File: src/lmb_pkg.sv
// Shared constants and types of the learning MAC bridge.
// No dependencies; used by lmb_cell and learning_mac_bridge.
`default_nettype none

package lmb_pkg;

   localparam int MAC_W          = 48;
   localparam int PORT_W         = 3;
   localparam int MASK_W         = 8;
   localparam int ACT_W          = 4;
   localparam int NUM_PORTS      = 8;
   localparam int TABLE_ENTRIES  = 64;
   localparam logic [ACT_W-1:0] ACTIVE_RESET = 4'd8;

   // Probe beat that walks the cell row, gathering lookup results.
   typedef struct packed {
      logic              live;
      logic              src_hit;
      logic              dst_hit;
      logic [PORT_W-1:0] dst_port;
   } probe_type;

endpackage

`default_nettype wire

File: src/lmb_cell.sv
// One table cell of the learning MAC bridge: a stored MAC and port plus
// one stage of the probe row. Depends on lmb_pkg.
`default_nettype none

module lmb_cell (
   input  logic                          clock,
   input  logic                          reset,
   input  logic                          wr_en,
   input  logic [lmb_pkg::MAC_W-1:0]     wr_mac,
   input  logic [lmb_pkg::PORT_W-1:0]    wr_port,
   input  logic                          entry_valid,
   input  logic [lmb_pkg::MAC_W-1:0]     key_src,
   input  logic [lmb_pkg::MAC_W-1:0]     key_dst,
   input  lmb_pkg::probe_type            up_probe,
   output lmb_pkg::probe_type            dn_probe
);

   logic [lmb_pkg::MAC_W-1:0]  mac_ff;
   logic [lmb_pkg::PORT_W-1:0] port_ff;
   lmb_pkg::probe_type         probe_ff;
   lmb_pkg::probe_type         probe_in;

   // Merge this entry's match into the passing probe.
   always_comb begin
      probe_in = up_probe;
      if (entry_valid && (mac_ff == key_src)) begin
         probe_in.src_hit = 1'b1;
      end
      if (entry_valid && (mac_ff == key_dst)) begin
         probe_in.dst_hit  = 1'b1;
         probe_in.dst_port = port_ff;
      end
   end

   always_ff @(posedge clock) begin
      if (reset) begin
         probe_ff <= '0;
      end else begin
         probe_ff <= probe_in;
      end
   end

   always_ff @(posedge clock) begin
      if (wr_en) begin
         mac_ff  <= wr_mac;
         port_ff <= wr_port;
      end
   end

   assign dn_probe = probe_ff;

endmodule

`default_nettype wire

File: config.mk
export PLATFORM = sky130hd
export DESIGN_NAME = lmb_cell
export DESIGN_NICKNAME = d
export VERILOG_FILES = /design/src/lmb_pkg.sv /design/src/lmb_cell.sv
export SDC_FILE = /design/constraint.sdc
export NUM_CORES = 1
export LEC_CHECK = 0
export BUFFER_PORTS_ARGS = -buffer_cell sky130_fd_sc_hd__clkbuf_2
export CORE_ASPECT_RATIO = 2
export CORE_UTILIZATION = 35
export CTS_CLUSTER_DIAMETER = 150
export DETAILED_ROUTE_END_ITERATION = 8
export PLACE_DENSITY = 0.66
export SYNTH_ARGS = -nofsm -noshare
export SYNTH_HDL_FRONTEND = slang
export SYNTH_SLANG_ARGS = --single-unit
File: constraint.sdc
create_clock -name clock -period 4.3 [get_ports clock]
set_clock_uncertainty 0.15 [all_clocks]
set_input_delay 0.86 -clock clock [delete_from_list [all_inputs] [get_ports clock]]
set_output_delay 0.86 -clock clock [all_outputs]
set_load 0.05 [all_outputs]
==> results.cfg, run 1 <==
[outcome]
outcome = complete, no violations

[clocking]
post_cts_buffers = 0
clockRootBuffer = clkbuf_16
cts_buffers = 9
cts_resized = 0
h-tree-depth = 3
clk_pin_slew_ns = 0.05
cts.sinks = 57
cts_tree = built
clk_latency_ns = 0.32
cts_hold_buffers = 0
clock_path_buffers = 2

[grt]
grt_pass1_wl_um = 11500
grt_pass1_vias = 2442
grt_use_total_pct = 19.8
grt_overflow_total = 0
antenna_found_initial = 0
grt_max_degree = 32

[synthesis]
ys_seq_elements = 57
synth_top_cell_by_area = edfxtp_1
synth_edf_count = 51
yosysSeqAreaShare_pct = 58.7
yosys_warnings = 0
synth.top_cell.area_share_pct = 54.4
ys_types = 23
synth_common_cells = 51 x edfxtp_1, 51 x xnor2_1, 35 x xor2_1
synthArstFlopShare_pct = 0
syn_area_per_cell_um2 = 13.3
ys.flop_type = edfxtp_1
synth.area.top_cells = edfxtp_1 54%, xnor2_1 16%, xor2_1 11%
syn_nets = 369
synth_cells = 212
syn-cell-area_um2 = 2810

[power_and_ir_drop]
ir_worst_vdd_uv = 262
power.total_mw = 1.57
powerDensity_nw_per_um2 = 390
intPower_mw = 1.21
share_comb_of_total_power_pct = 14.0
p_leak_nw = 1.74
p_sw_mw = 0.356
p_clk_share_pct = 42.2
seqPwrFrac_pct = 43.8
swShare_pct = 22.7

[placement]
hpwl_um = 6660
place.gp.congestion = 0.830
place_inst = 469
io_buffers = 162

[routing]
drc = 0
first_iter_violations = 63
wl_per_cell_um = 16.3
drt-total-wl_um = 7910
drtPass1Iterations = 4
vias_per_cell = 4.73
ant_nets = 0
dr_total_vias = 2295

[worst_hold_path]
min_path_cells = 2
min_from = port_ff[1]
worst_hold_path.endpoint = dn_probe[1]
hold_class = reg -> reg

[layout]
synthToLayoutAreaGrowth_pct = 43.2
nets = 543
drive_above_1_share_pct = 45.3
final_util_pct = 52.2
fillerInstances = 703
final_cells = 485
diodes = 0

[timing]
fin_crit_ns = 2.24
holdWs_ns = 0.386
hold_viol = 0
rsz0062_at_grt = false
min_period_over_period_pct = 52.0
slew_violations = 0
clock.fmax_mhz = 447
tightest_slew_ns = 0.779
setup_viol = 0
relSlewSlack_pct = 48.1
tns_ns = 0

[run]
drv_cap = 0

[setup_path]
worst_setup_path_end_kind = flip-flop
cpMaxStageDelayCell = nor4_1
crit_path_start_kind = primary input
reg2reg_to = dn_probe[2]
r2r-start = mac_ff[18]
crit_buf_inv = 1
slowest_delay_ns = 0.51
worstPathRequired_ns = 4.35
r2r_cells = 6
arrival_ns = 2.29
reg2reg_setup_slack_ns = 2.19
path_max_fanout = 3
crit_family = simple AND/OR/NAND/NOR gates
crit_type = in -> reg
crit_path_cell_trace = clkbuf_2, xnor2_1, nand4_1, nor4_1, nand3_1, o21ai_0, a21oi_1

[floorplanning]
die-height_um = 129
die_width_um = 65.4
start_util_pct = 36.5
core_um2 = 7710
dieArea_um2 = 8420
io_pins = 163
row_count = 45
## power groups by stage
stage                     registers [mW]  logic [mW]  clock network (mW)
after floorplan                    0.700      0.0963                   0
after global placement             0.697       0.220                   0
after detailed placement           0.699       0.222                   0
after CTS                          0.688       0.224               0.679
after global routing               0.692       0.241               0.703
final                              0.688       0.219               0.662
## area by class of cell
cell class	instances	area, um2	share of cell area, %
inverters	10	37.5	0.932
clock inverters	5	46.3	1.15
repair buffers	163	818	20.3
multi-input cells	145	1120	27.9
flip-flops and latches	57	1650	41.0
well taps	94	118	2.92
clock buffers	11	233	5.78
## cell families (layout without fill, tap and decap cells)
kind of cell,count (synthesis),in the layout,synth area share [%]
buffers and inverters,10,189,1.33
XOR/XNOR,86,86,26.8
flip-flops,57,57,58.7
AO/OA/AOI/OAI,20,20,4.71
AND/OR/NAND/NOR,39,39,8.49
## worst max path at each step
stage	end	start	cells after the start	slack, ns
after global routing	dn_probe[1]	key_dst[9]	7	1.86
after CTS	dn_probe[2]	key_dst[18]	7	1.97
after floorplan	dn_probe[0]	key_dst[17]	6	2.17
after detailed placement	dn_probe[2]	key_dst[18]	7	1.64
final	dn_probe[2]	key_dst[18]	7	2.06
after global placement	dn_probe[2]	key_dst[3]	7	1.67
## routing by layer
layer | up-vias | share of wire, % | global-route usage [%]
met2 | 113 | 56 | 36.4
met5 | - | 0 | 0
met3 | 25 | 6.6 | 5.94
li1 | 1125 | - | -
met1 | 1032 | 33 | 17.5
met4 | 0 | 4.8 | 13.9
## tightest hold or removal path: cells and delay by family, from the launching register on
kind	cells	cell delay, ns
flip-flops	1	0.33
AO/OA/AOI/OAI	1	0.11
AND/OR/NAND/NOR	1	0.06
## sequential cells by signal, summed over array words and instances, names as in the netlist
name and count:
dn_probe 6, mac_ff 48, port_ff 3
## through the flow
step                area, um2  worst slack (ns)
floorplan                2810              2.17
global placement         3750              1.67
detailed placement       3750              1.64
CTS                      4030              1.97
global route             4030              1.86
finish                   4030              2.06
## layout by cell type (no fill, tap or decap), drive strengths merged, types with 5 or more instances in the layout
master	n
dfxtp	6
nand4	12
nor4	12
o21ai	7
edfxtp	51
xor2	35
inv	10
xnor2	51
nand3	5
clkbuf	173
Note: power is estimated with default switching activity, not from simulation.
==> run 2, diff against run 1 <==
--- a/config.mk
+++ b/config.mk
@@ -10,7 +10,7 @@
 export CORE_UTILIZATION = 35
 export CTS_CLUSTER_DIAMETER = 150
 export DETAILED_ROUTE_END_ITERATION = 8
-export PLACE_DENSITY = 0.66
+export PLACE_DENSITY = 0.69
 export SYNTH_ARGS = -nofsm -noshare
 export SYNTH_HDL_FRONTEND = slang
 export SYNTH_SLANG_ARGS = --single-unit
==> constraint.sdc (replaced) <==
create_clock -name clock -period 2 [get_ports clock]
set_clock_uncertainty 0.15 [all_clocks]
set_input_delay 0.4 -clock clock [delete_from_list [all_inputs] [get_ports clock]]
set_output_delay 0.4 -clock clock [all_outputs]
set_load 0.05 [all_outputs]
==> run 2 against run 1 <==
Final cell count increased by 0.41%. Non-clock buffer count grew 2. Utilization up 1.7 points. Register-to-register slack worse by 2.1 ns. Via count rose by 0.65%. Highest routed layer unchanged. Sequential power rose by 120%.
==> results.cfg, run 2 (synthesis results as in run 1) <==
[outcome]
outcome = complete, no violations

[setup_path]
r2r_cells = 6
path_max_fanout = 4
worst_setup_path_end_kind = flip-flop
crit_start = mac_ff[18]
arrival_ns = 2.01
crit_family = simple AND/OR/NAND/NOR gates
reg2reg_setup_slack_ns = 0.09
crit_buf_inv = 0
worstPathRequired_ns = 2.10
r2r-start = mac_ff[18]
reg2reg_to = dn_probe[0]
crit_end = dn_probe[0]
crit_path_cell_trace = xnor2_1, nand4_1, nor4_4, and3_2, nand3_1, a21oi_1
crit_cells = 6
crit_type = reg -> reg
slowest_delay_ns = 0.47
cpMaxStageDelayCell = edfxtp_1
crit_path_start_kind = flip-flop

[floorplanning]
io_pins = 163
die_width_um = 65.4
core_um2 = 7710
start_util_pct = 36.5
row_count = 45
dieArea_um2 = 8420
die-height_um = 129

[routing]
top_layer_used = met4
wl_met1_um = 2640
drc = 0
ant_nets = 0
drtPass1Iterations = 4
dr_total_vias = 2310
drt-total-wl_um = 8070
first_iter_violations = 93
wl_met3_um = 534
wl_per_cell_um = 16.6
vias_per_cell = 4.74
met2_length_um = 4530

[timing]
tns_ns = 0
relSlewSlack_pct = 75.0
tightest_slew_ns = 0.372
hold_viol = 0
clock.fmax_mhz = 522
setup_viol = 0
slew_violations = 0
min_period_over_period_pct = 95.7
rsz0062_at_grt = true
fin_crit_ns = 1.91

[power_and_ir_drop]
power.total_mw = 3.60
ir_worst_vdd_uv = 551
p_leak_nw = 1.79
powerDensity_nw_per_um2 = 866

[clocking]
h-tree-depth = 3
clockRootBuffer = clkbuf_16
clk_latency_ns = 0.33
cts_tree = built
cts.sinks = 57
clock_path_buffers = 2
clk_pin_slew_ns = 0.05
cts_buffers = 9

[layout]
top_register = mac_ff
final_cell_mix = 162 x clkbuf_2, 51 x edfxtp_1, 50 x xnor2_1, 35 x xor2_1, 12 x nand4_1
layout.area.seq_um2 = 1650
drive_above_1_share_pct = 48.9
fillerInstances = 711
synthToLayoutAreaGrowth_pct = 47.8
nets = 545
largest_reg_flops = 48
final_common_cell = clkbuf_2
multi_input_area_um2 = 1180
final_util_pct = 53.9
design_area_um2 = 4160
final_cells = 487
diodes = 0

[placement]
dpl_cell_area_um2 = 3780
hpwl_um = 6740
place.gp.congestion = 0.812
io_buffers = 162
place_inst = 471

[grt]
grt_use_total_pct = 20.1
grt_overflow_total = 0
grt_pass1_vias = 2526
grt_pass1_wl_um = 11700
antenna_found_initial = 0
grt_max_degree = 52

[worst_hold_path]
min_from = wr_mac[18]
hold_class = in -> reg

[run]
drv_cap = 0
-- run 2: changes by cell type in the layout (fill, tap and decap cells not counted), sizes merged --
cell | previous run | this run
buf | 1 | 3
clkinvlp | 0 | 1
clkbuf | 173 | 171
bufinv | 1 | 2
-- run 2: how the worst min path moves through the flow --
stage                   to  slack (ns)  cells past startpoint
5_1_grt         mac_ff[18]        0.09                      1
6_report        mac_ff[18]         0.1                      1
3_3_place_gp   dn_probe[1]        0.38                      2
2_1_floorplan  dn_probe[0]        0.32                      1
4_1_cts         mac_ff[42]        0.09                      1
3_5_place_dp   dn_probe[1]        0.39                      2
-- run 2: worst reg2reg max path, cell delays in order (launching register included) --
cell,delay [ns]
edfxtp_1,0.47
xnor2_1,0.20
nand4_1,0.17
nor4_4,0.35
and3_2,0.27
nand3_1,0.08
a21oi_1,0.14
-- run 2: through the flow --
step                hold WS [ns]  setup slack [ns]
floorplan                  0.319             0.327
global placement           0.379            -0.299
detailed placement         0.393            -0.346
CTS                       0.0884           0.00944
global route              0.0863          -0.00980
finish                    0.0969            0.0856
-- run 2: per-layer routing --
metal	vias to the layer above	global-route usage, %
li1	1131	-
met4	0	12.1
met1	1048	18.1
met2	110	37.6
met5	-	0
met3	21	6.03
-- run 2: layout make-up --
type	count	area share, %
flip-flops and latches	57	39.7
multi-input cells	145	28.5
repair buffers	165	20.3
clock buffers	9	5.42
well taps	94	2.83
clock inverters	7	2.29
inverters	10	0.903
-- run 2: timing repair --
action,4_1_cts,5_1_grt
buffers inserted,0,0
hold buffers,0,0
pin swaps,0,2
endpoints found under the setup margin,4,4
endpoints found under the hold margin,0,0
resized for setup,2,8
-- run 2: report_power, final --
part           internal [mW]  total (mW)  switching, mW
Clock                   1.09        1.62          0.537
Sequential              1.40        1.48         0.0744
Combinational          0.266       0.498          0.232
Total                   2.76        3.60          0.843
